[src/design/swsp_pkg.sv]
package swsp_pkg;

  localparam int InDataW  = 56;
  localparam int OutDataW = 48;
  localparam int OutUserW = 2;
  localparam int AddrW    = 4;
  localparam int DataW    = 32;

  localparam logic [1:0] RegSpeedScale    = 2'd0;
  localparam logic [1:0] RegTicksPerDegree = 2'd1;
  localparam logic [1:0] RegStopSpeed     = 2'd2;
  localparam logic [1:0] RegHoldWindow    = 2'd3;

  localparam logic [15:0] SpeedScaleRst = 16'd2048;
  localparam logic [15:0] TicksPerDegRst = 16'd18637;
  localparam logic [13:0] StopSpeedRst  = 14'd25;
  localparam logic [15:0] HoldWindowRst = 16'd5;

  // One turn is TurnDiv << (frac + 3) angle units.
  localparam int TurnDiv = 45;

endpackage

[src/design/swerve_module_setpoint_optimizer_unit.sv]
// Swerve module setpoint optimizer. Each item carries a requested wheel speed, a requested
// heading and the measured unwrapped module angle; the block moves the heading by whole
// turns to within 180 degrees of the current angle, flips it by 180 degrees and reverses
// the drive when the remaining turn exceeds 90 degrees, and returns a saturated Q1.15 drive
// fraction, a negated steering setpoint in encoder ticks, a run flag and a reversed flag.
// A slow request whose setpoint stays inside the hold window of the last setpoint gives a
// zero drive, repeats the last setpoint and clears the run flag. The block takes one item
// per cycle unless the output stalls, passing each item through an input register, a
// turn-modulo stage built on a reciprocal multiply, a wrap and flip stage, a stage with
// the two scaling multipliers, a rounding and saturation stage, and the output register,
// where the hold test against the last setpoint is made. Each stage holds its item only
// while the next is full and stalled, so input is taken while any stage is empty. The user
// writes configuration registers via the APB port only while idle; the block does not check.
module swerve_module_setpoint_optimizer_unit #(
  parameter int ANGLE_FRAC_BITS = 6
) (
  input  logic                           clk_i,
  input  logic                           rst_ni,
  input  logic                           s_axis_tvalid,
  output logic                           s_axis_tready,
  // desired_speed[14:0], desired_angle[29:15], current_angle[53:30], zero pad
  input  logic [swsp_pkg::InDataW-1:0]   s_axis_tdata,
  output logic                           m_axis_tvalid,
  input  logic                           m_axis_tready,
  // speed_fraction[15:0], steer_setpoint[47:16]
  output logic [swsp_pkg::OutDataW-1:0]  m_axis_tdata,
  // motors_run[0], reversed[1]
  output logic [swsp_pkg::OutUserW-1:0]  m_axis_tuser,
  input  logic                           psel,
  input  logic                           penable,
  input  logic                           pwrite,
  input  logic [swsp_pkg::AddrW-1:0]     paddr,
  input  logic [swsp_pkg::DataW-1:0]     pwdata,
  output logic [swsp_pkg::DataW-1:0]     prdata,
  output logic                           pready
);
  import swsp_pkg::*;

  localparam int Lw  = ANGLE_FRAC_BITS + 3;
  localparam int Dw  = 25;
  localparam int Nw  = Dw - Lw;
  localparam int Sh  = Nw + 6;
  localparam int Qw  = Nw - 5;
  localparam int Pw  = 2 * Nw + 1;
  localparam int DLw = ANGLE_FRAC_BITS + 10;
  localparam int FullI    = 360 << ANGLE_FRAC_BITS;
  localparam int HalfI    = 180 << ANGLE_FRAC_BITS;
  localparam int QuarterI = 90 << ANGLE_FRAC_BITS;
  localparam int OffsetI  = FullI * (((1 << 23) + (1 << 14) + FullI - 1) / FullI);
  localparam longint MultL = ((longint'(1) << Sh) + TurnDiv - 1) / TurnDiv;
  localparam logic [Nw:0] Mult = (Nw + 1)'(MultL);
  localparam logic signed [DLw-1:0] Full       = DLw'(FullI);
  localparam logic signed [DLw-1:0] Half       = DLw'(HalfI);
  localparam logic signed [DLw-1:0] Quarter    = DLw'(QuarterI);
  localparam logic signed [DLw-1:0] NegQuarter = -DLw'(QuarterI);
  localparam logic signed [43:0] RoundHalf = 44'(longint'(1) << (ANGLE_FRAC_BITS + 7));
  localparam logic signed [43:0] SpMax = 44'sd2147483647;
  localparam logic signed [43:0] SpMin = -44'sd2147483648;
  localparam logic signed [33:0] FrMax = 34'sd32767;
  localparam logic signed [33:0] FrMin = -34'sd32767;

  // Configuration registers.
  logic [15:0] speed_scale_q, tpd_q, hold_window_q;
  logic [13:0] stop_speed_q;
  logic        cfg_wr;

  assign pready = 1'b1;
  assign cfg_wr = psel & penable & pwrite;

  always_ff @(posedge clk_i or negedge rst_ni) begin
    if (!rst_ni) begin
      speed_scale_q <= SpeedScaleRst;
      tpd_q         <= TicksPerDegRst;
      stop_speed_q  <= StopSpeedRst;
      hold_window_q <= HoldWindowRst;
    end else if (cfg_wr) begin
      case (paddr[3:2])
        RegSpeedScale:     speed_scale_q <= pwdata[15:0];
        RegTicksPerDegree: tpd_q         <= pwdata[15:0];
        RegStopSpeed:      stop_speed_q  <= pwdata[13:0];
        RegHoldWindow:     hold_window_q <= pwdata[15:0];
        default: ;
      endcase
    end
  end

  always_comb begin
    case (paddr[3:2])
      RegSpeedScale:     prdata = {16'd0, speed_scale_q};
      RegTicksPerDegree: prdata = {16'd0, tpd_q};
      RegStopSpeed:      prdata = {18'd0, stop_speed_q};
      RegHoldWindow:     prdata = {16'd0, hold_window_q};
      default:           prdata = '0;
    endcase
  end

  // Pipeline occupancy and advance chain.
  logic [5:0] vld_q;
  logic [6:0] adv;

  always_comb begin
    adv[6] = m_axis_tready;
    for (int k = 5; k >= 0; k--) begin
      adv[k] = !vld_q[k] || adv[k+1];
    end
  end

  assign s_axis_tready = adv[0];
  assign m_axis_tvalid = vld_q[5];

  always_ff @(posedge clk_i or negedge rst_ni) begin
    if (!rst_ni) begin
      vld_q <= '0;
    end else begin
      if (adv[0]) begin
        vld_q[0] <= s_axis_tvalid;
      end
      for (int k = 1; k < 6; k++) begin
        if (adv[k]) begin
          vld_q[k] <= vld_q[k-1];
        end
      end
    end
  end

  // Stage 0: input register.
  logic signed [14:0] spd0_q, des0_q;
  logic signed [23:0] cur0_q;

  always_ff @(posedge clk_i) begin
    if (adv[0]) begin
      spd0_q <= s_axis_tdata[14:0];
      des0_q <= s_axis_tdata[29:15];
      cur0_q <= s_axis_tdata[53:30];
    end
  end

  // Stage 1: offset difference and quotient of its upper part by TurnDiv.
  logic signed [Dw-1:0] diff1;
  logic [Dw-1:0]        dp1;
  logic [Pw-1:0]        prod1;
  logic [Nw-1:0]        hi1_q;
  logic [Lw-1:0]        lo1_q;
  logic [Qw-1:0]        q1_q;
  logic signed [14:0]   spd1_q;
  logic signed [23:0]   cur1_q;

  assign diff1 = Dw'(des0_q) - Dw'(cur0_q);
  assign dp1   = Dw'($unsigned(diff1) + Dw'(OffsetI));
  assign prod1 = Pw'(dp1[Dw-1:Lw]) * Pw'(Mult);

  always_ff @(posedge clk_i) begin
    if (adv[1]) begin
      hi1_q  <= dp1[Dw-1:Lw];
      lo1_q  <= dp1[Lw-1:0];
      q1_q   <= prod1[Pw-1:Sh];
      spd1_q <= spd0_q;
      cur1_q <= cur0_q;
    end
  end

  // Stage 2: wrap into one half turn either way, then flip past a quarter turn.
  logic [Nw-1:0]         q45;
  logic [5:0]            rem2;
  logic signed [DLw-1:0] dl0, dw2, df2;
  logic                  flip2;
  logic signed [24:0]    tgt2_q;
  logic signed [15:0]    spd2_q;
  logic                  rev2_q;

  assign q45  = Nw'(q1_q) * Nw'(TurnDiv);
  assign rem2 = 6'(hi1_q - q45);
  assign dl0  = $signed({1'b0, rem2, lo1_q});
  assign dw2  = (dl0 > Half) ? dl0 - Full : dl0;
  assign flip2 = (dw2 > Quarter) || (dw2 < NegQuarter);
  assign df2  = (dw2 > Quarter) ? dw2 - Half : ((dw2 < NegQuarter) ? dw2 + Half : dw2);

  always_ff @(posedge clk_i) begin
    if (adv[2]) begin
      tgt2_q <= 25'(cur1_q) + 25'(df2);
      spd2_q <= flip2 ? -16'(spd1_q) : 16'(spd1_q);
      rev2_q <= flip2;
    end
  end

  // Stage 3: scaling multipliers.
  logic [15:0]        mag3;
  logic signed [32:0] fprod3_q;
  logic signed [41:0] sprod3_q;
  logic               slow3_q, rev3_q;

  assign mag3 = spd2_q[15] ? 16'(-spd2_q) : 16'(spd2_q);

  always_ff @(posedge clk_i) begin
    if (adv[3]) begin
      fprod3_q <= 33'(spd2_q) * 33'($signed({1'b0, speed_scale_q}));
      sprod3_q <= 42'(tgt2_q) * 42'($signed({1'b0, tpd_q}));
      slow3_q  <= mag3 < {2'b00, stop_speed_q};
      rev3_q   <= rev2_q;
    end
  end

  // Stage 4: round half up and saturate.
  logic signed [33:0] fs4;
  logic signed [43:0] sn4, ss4;
  logic signed [15:0] frac4_q;
  logic signed [31:0] sp4_q;
  logic               slow4_q, rev4_q;

  assign fs4 = (34'(fprod3_q) + 34'sd1) >>> 1;
  assign sn4 = 44'sd0 - 44'(sprod3_q) + RoundHalf;
  assign ss4 = sn4 >>> (ANGLE_FRAC_BITS + 8);

  always_ff @(posedge clk_i) begin
    if (adv[4]) begin
      frac4_q <= (fs4 > FrMax) ? 16'sd32767 : ((fs4 < FrMin) ? -16'sd32767 : 16'(fs4));
      sp4_q   <= (ss4 > SpMax) ? 32'(SpMax) : ((ss4 < SpMin) ? 32'(SpMin) : 32'(ss4));
      slow4_q <= slow3_q;
      rev4_q  <= rev3_q;
    end
  end

  // Stage 5: hold test and output register.
  logic signed [31:0] last_q;
  logic signed [32:0] dif5;
  logic [32:0]        adif5;
  logic               hold5;
  logic signed [15:0] frac_q;
  logic signed [31:0] sp_q;
  logic               run_q, rev_q;

  assign dif5  = 33'(last_q) - 33'(sp4_q);
  assign adif5 = dif5[32] ? $unsigned(-dif5) : $unsigned(dif5);
  assign hold5 = slow4_q && (adif5 < {17'd0, hold_window_q});

  always_ff @(posedge clk_i or negedge rst_ni) begin
    if (!rst_ni) begin
      last_q <= '0;
    end else if (adv[5] && vld_q[4] && !hold5) begin
      last_q <= sp4_q;
    end
  end

  always_ff @(posedge clk_i) begin
    if (adv[5]) begin
      frac_q <= hold5 ? 16'sd0 : frac4_q;
      sp_q   <= hold5 ? last_q : sp4_q;
      run_q  <= !hold5;
      rev_q  <= rev4_q;
    end
  end

  assign m_axis_tdata = {sp_q, frac_q};
  assign m_axis_tuser = {rev_q, run_q};

  a_last_only_on_load: assert property (@(posedge clk_i) disable iff (!rst_ni)
    !(adv[5] && vld_q[4]) |=> $stable(last_q))
    else $error("last setpoint changed without a result load");

  a_out_matches_last: assert property (@(posedge clk_i) disable iff (!rst_ni)
    m_axis_tvalid |-> (sp_q == last_q))
    else $error("delivered setpoint differs from the stored last setpoint");

  a_hold_zero_drive: assert property (@(posedge clk_i) disable iff (!rst_ni)
    (m_axis_tvalid && !run_q) |-> (frac_q == 16'sd0))
    else $error("held item carries a nonzero drive fraction");

  a_frac_saturated: assert property (@(posedge clk_i) disable iff (!rst_ni)
    m_axis_tvalid |-> (frac_q != -16'sd32768))
    else $error("drive fraction outside its saturated range");

endmodule
[config.mk]
export PLATFORM = sky130hd
export DESIGN_NAME = swerve_module_setpoint_optimizer_unit
export DESIGN_NICKNAME = d
export VERILOG_FILES = /design/src/design/swsp_pkg.sv /design/src/design/swerve_module_setpoint_optimizer_unit.sv
export SDC_FILE = /design/constraint.sdc
export NUM_CORES = 2
export LEC_CHECK = 0
export BUFFER_PORTS_ARGS = -buffer_cell sky130_fd_sc_hd__buf_2
export CAP_MARGIN = 20
export CORE_ASPECT_RATIO = 0.5
export CORE_MARGIN = 2
export CORE_UTILIZATION = 43
export CTS_BUF_LIST = sky130_fd_sc_hd__clkbuf_2
export DETAILED_ROUTE_END_ITERATION = 16
export SYNTH_ARGS = -nofsm -noshare
export SYNTH_HDL_FRONTEND = slang
export SYNTH_SLANG_ARGS = --single-unit
[constraint.sdc]
create_clock -name clk_i -period 11 [get_ports clk_i]
set_clock_uncertainty 0.15 [all_clocks]
set_input_delay 1.65 -clock clk_i [delete_from_list [all_inputs] [get_ports clk_i]]
set_output_delay 1.65 -clock clk_i [all_outputs]
set_load 0.03 [all_outputs]
After elaboration in Yosys (flattened, before gate mapping)
Cells that the tools add are included.
Word-level totals
  register bits: 438
  input port bits: 99
  logic and storage cells: 100
Operators by class
  add/subtract/negate cells: 14
  multiply operators: 4
  $lt $le $gt $ge: 9
  equality and inequality tests: 3
  muxes and demuxes: 10
  bitwise operators: 2
  reductions and logical operators: 23
Operator list (count)
  $pmux W32 S4: 1
  $mux W16: 6
  $mux W32: 2
  $add A43 B15 Y44 const B: 1
  $sub A1 B42 Y43 const A: 1
  $mul A25 B17 Y42: 1
  $add A33 B2 Y34 const B: 1
  $gt A33 B16 Y1 const B: 1
  $lt A33 B16 Y1: 1
  $lt A33 B16 Y1 const B: 1
  $mul A16 B17 Y33: 1
  $mul A16 B17 Y33 const B: 1
  $mux W33: 1
  $neg A33 Y33: 1
  $sub A32 B32 Y33: 1
  $gt A30 B32 Y1 const B: 1
  $lt A30 B32 Y1 const B: 1
  $add A24 B16 Y25: 1
  $add A25 B24 Y25 const B: 1
  $sub A15 B24 Y25: 1
  $add A16 B15 Y16 const B: 1
  $gt A16 B14 Y1 const B: 1
  $lt A16 B14 Y1: 1
  $lt A16 B14 Y1 const B: 1
  16 further kinds: 35

Longest topological paths before layout
  depth in word-level cells: 8
  depth in mapped cells: 40
  mapped depth without buffers: 40

Worst setup path after synthesis
Ideal clock, no wire load.
  kind: reg2reg
  from: register des0_q[1]
  to: register q1_q[5] (data pin)
  setup time: 0.268 ns
  arrival: 9.024 ns
  required time: 10.582 ns
  setup slack: 1.558 ns
  stages on the path, launching flop included: 39
  path buffers: 0
  period minus slack after synthesis: 9.442 ns
  path through: edfxtp_1 ha_1 ha_1 fa_1 a21o_1 a21oi_1 o21ai_0 a21oi_1 o21bai_1 a21oi_1 o2bb2ai_1 nor3_1 o31ai_1 a21boi_0 a31o_2 xor2_1 xor2_1 ha_1 (+3 left out) fa_1 inv_1 fa_1 fa_1 fa_1 inv_1 ha_1 and4_1 nand3_1 or3_1 o21ai_0 a21oi_1 a31o_2 a31oi_1 a21oi_1 o21bai_1 a21oi_1 xnor3_1
Between the ends
  longest elaborated chain between the ends: 3
Ends and longest elaborated chain
  from (decl): RTL line swerve_module_setpoint_optimizer_unit.sv:127  | logic signed [14:0] spd0_q, des0_q;
  from (signal assigned): RTL line swerve_module_setpoint_optimizer_unit.sv:133  | des0_q <= s_axis_tdata[29:15];
  $sub A15 B24 Y25: RTL line swerve_module_setpoint_optimizer_unit.sv:148  | assign diff1 = Dw'(des0_q) - Dw'(cur0_q);
  $add A25 B24 Y25: RTL line swerve_module_setpoint_optimizer_unit.sv:149  | assign dp1 = Dw'($unsigned(diff1) + Dw'(OffsetI));
  $mul A16 B17 Y33: RTL line swerve_module_setpoint_optimizer_unit.sv:150  | assign prod1 = Pw'(dp1[Dw-1:Lw]) * Pw'(Mult);
  via prod1[27]: RTL line swerve_module_setpoint_optimizer_unit.sv:141  | logic [Pw-1:0] prod1;
  to (signal assigned): RTL line swerve_module_setpoint_optimizer_unit.sv:156  | q1_q <= prod1[Pw-1:Sh];
  to (decl): RTL line swerve_module_setpoint_optimizer_unit.sv:144  | logic [Qw-1:0] q1_q;
The timed path passes the listed nets, and every way through them passes these cells.
A chain may end at the register's enable or synchronous reset.

Worst setup path after layout
Ends and elaborated chain as after synthesis.

==> results_dict.tcl <==
set metrics [dict create \
    cts_setup_buffers 0 \
    core_area_um2 116000 \
    grt_max_degree 65 \
    area_growth_pct 6.66 \
    final_cell_mix "inv_1, fa_1, nand2_1, ha_1, edfxtp_1" \
    slowest_stage "fa_1" \
    drt_pass1_iterations 5 \
    drtAntennaViolNets 0 \
    grt_usage_pct 20.7 \
    initial_core_util_pct 43.7 \
    cts_tree "built" \
    die-area_um2 121000 \
    setup_tns_ns 0 \
    antenna_found_initial 11 \
    hold_class "flop to flop" \
    drtIter0Drc 2005 \
    synth_ff_type "edfxtp_1" \
    worstPathRequired_ns 11.87 \
    timing.final.crit_share_pct 94.3 \
    max_stage_delay_ns 0.55 \
    die_w_um 490 \
    std_cell_rows 88 \
    clkLatencyLatePin_ns 1.30 \
    routedWlPerCell_um 17.8 \
    syn_area_um2 50700 \
    cp-start-kind "flop" \
    tightest_slew_ns 1.06 \
    synth_top_area_share_pct 26.4 \
    cts_buffers 102 \
    netlist_top_cells_area "fa_1, edfxtp_1, ha_1" \
    slew_violations 0 \
    grt_pass1_vias 37600 \
    hold_viol_final 0 \
    root_buffer "clkbuf_2" \
    synth.distinct_cells 92 \
    clk_path_buf_depth 3 \
    async_flop_share_pct 23.0 \
    rsz0062_at_grt "false" \
    dp_hpwl_um 94400 \
    setup_viol 0 \
    drcViolationCount 0 \
    busiest_layer "met2" \
    use_met2_pct 36.0 \
    yosysWarningCount 0 \
    grt_overflow 0 \
    final_common_cell "inv_1" \
    drive_above_1_share_pct 10.3 \
    cts_num_sinks 430 \
    syn_inst 5019 \
    ys_seq_elements 430 \
    worstSetupPathType "flop to flop" \
    synth_area_leader_cell "fa_1" \
    maxCapViolCount 0 \
    synth-seq-area-share_pct 24.5 \
    fin_crit_ns 10.38 \
    grt_pass1_wl_um 198000 \
    routed_wl_um 121000 \
    vias 35000 \
    place.gp.congestion 0.896 \
    fmax_ghz 0.0964 \
    avgSynthCellArea_um2 10.1 \
    slew_headroom_pct 29.2 \
    die_h_um 247 \
    use_met3_pct 3.47 \
    grtUsageMet1_pct 26.5 \
    worstPathArrival_ns 11.24 \
    htree_levels 3 \
    cp-end-kind "flop" \
    clk_pin_slew_worst_paths_ns 0.12 \
    layout.nets 6390 \
    synth_edf_count 331 \
    critPathMaxFanout 6 \
    routed_via_density 5.14 \
    port_buffers 146 \
    outcome "complete, no violations" \
    pin_count 184 \
    fill_cells 11000 \
]
## repair_timing
action | 4_1_cts | 5_1_grt
hold buffers | 1 | 0
hold endpoints to repair | 8 | 0
gates resized for setup | 0 | 1
setup endpoints to repair | 0 | 1
## cell usage after synthesis (23+ instances only)
master and number:
a31oi_1 26, and3_1 25, nand2_1 506, mux2_2 127
xnor2_1 175, nand4_1 30, buf_4 23, nor2_1 135
o21a_1 27, o21ai_0 129, nand3_1 67, ha_1 494
inv_1 981, a21oi_1 147, nor3_1 51, edfxtp_1 331
nor2b_1 38, fa_1 668, clkbuf_1 149, or3_1 23
a21o_1 65, nand2b_1 49, dfrtp_1 86, xor2_1 78
and2_1 281
## path summary, 6_finish.rpt
path | start | endpoint | slack, ns | cells after the start
worst min-delay path | spd0_q[4]$_DFFE_PP_ | spd1_q[4]$_DFFE_PP_ | 0.28 | 0
max in group asynchronous | rst_ni | tpd_q[8]$_DFFE_PN0P_ | 8.70 | 3
worst min register to register | spd0_q[4]$_DFFE_PP_ | spd1_q[4]$_DFFE_PP_ | 0.28 | 0
worst max-delay path | des0_q[1]$_DFFE_PP_ | q1_q[5]$_DFFE_PP_ | 0.62 | 38
worst max register to register | des0_q[1]$_DFFE_PP_ | q1_q[5]$_DFFE_PP_ | 0.62 | 38
min in group asynchronous | rst_ni | last_q[27]$_DFFE_PN0P_ | 0.71 | 2
## layout make-up
| class | count | area, um2 | share of cell area, % |
|---|---|---|---|
| multi-input combinational | 3434 | 33800 | 62.6 |
| sequential | 430 | 12400 | 23.0 |
| inverter | 981 | 3680 | 6.81 |
| tap | 1575 | 1970 | 3.65 |
| timing repair buffer | 180 | 1000 | 1.85 |
| clock buffer | 141 | 706 | 1.31 |
| clock inverter | 50 | 398 | 0.736 |
| antenna | 7 | 17.5 | 0.0324 |
## cells by family (layout without fill, tap and decap cells)
family                     count (synthesis)  in the layout  synth area share [%]
adders and majority gates               1162           1162                  38.6
xor gates and xnor gates                 254            254                  4.42
muxes                                    151            151                  3.64
and+or+nand+nor                         1283           1283                  12.7
other                                      2             24                0.0148
buffers and inverters                   1170           1352                  8.86
AOI/OAI and AO/OA                        567            567                  7.23
DFF                                      430            430                  24.5
## registers in the layout, indices dropped and copies added (netlist names), 6 cells and up
signal / flops
cur0_q: 24
sp_q: 31
frac4_q: 16
fprod3_q: 33
sprod3_q: 42
spd2_q: 16
tpd_q: 16
sp4_q: 31
spd0_q: 15
stop_speed_q: 14
last_q: 31
hi1_q: 6
spd1_q: 15
q1_q: 6
lo1_q: 9
des0_q: 15
tgt2_q: 25
speed_scale_q: 16
cur1_q: 24
hold_window_q: 16
vld_q: 6
frac_q: 16
## routing by layer
metal  wire length, um  vias up  part of all wire (%)
met2             59000      778                    49
met4              2850        2                   2.4
met1             52700    17600                    44
met5                13        -                 0.011
li1                  -    16400                     -
met3              6270      188                   5.2
## stage by stage
step / utilization, % / hold slack (ns) / std cells / area [um2] / setup WS, ns
finish: 46.6 / 0.279 / 6798 / 54100 / 0.624
global route: 46.6 / 0.197 / 6796 / 54000 / 0.0107
CTS: 46.5 / 0.152 / 6789 / 54000 / 0.449
detailed placement: 45.6 / 0.255 / 6597 / 52900 / 0.525
global placement: 45.6 / 0.255 / 6597 / 52900 / 0.683
floorplan: - / 0.250 / 5034 / 50700 / 1.56
## critical path, delay by kind of cell (launching register included)
kind,cells,cell delay [ns]
xor+xnor,3,0.82
simple gates,4,0.78
buf+inv,4,0.20
fa+ha+maj,10,4.25
compound gates,17,3.48
flops,1,0.40
Power is not shown: default switching activity piles up to over one toggle a cycle in this logic, so the estimate is an artifact.
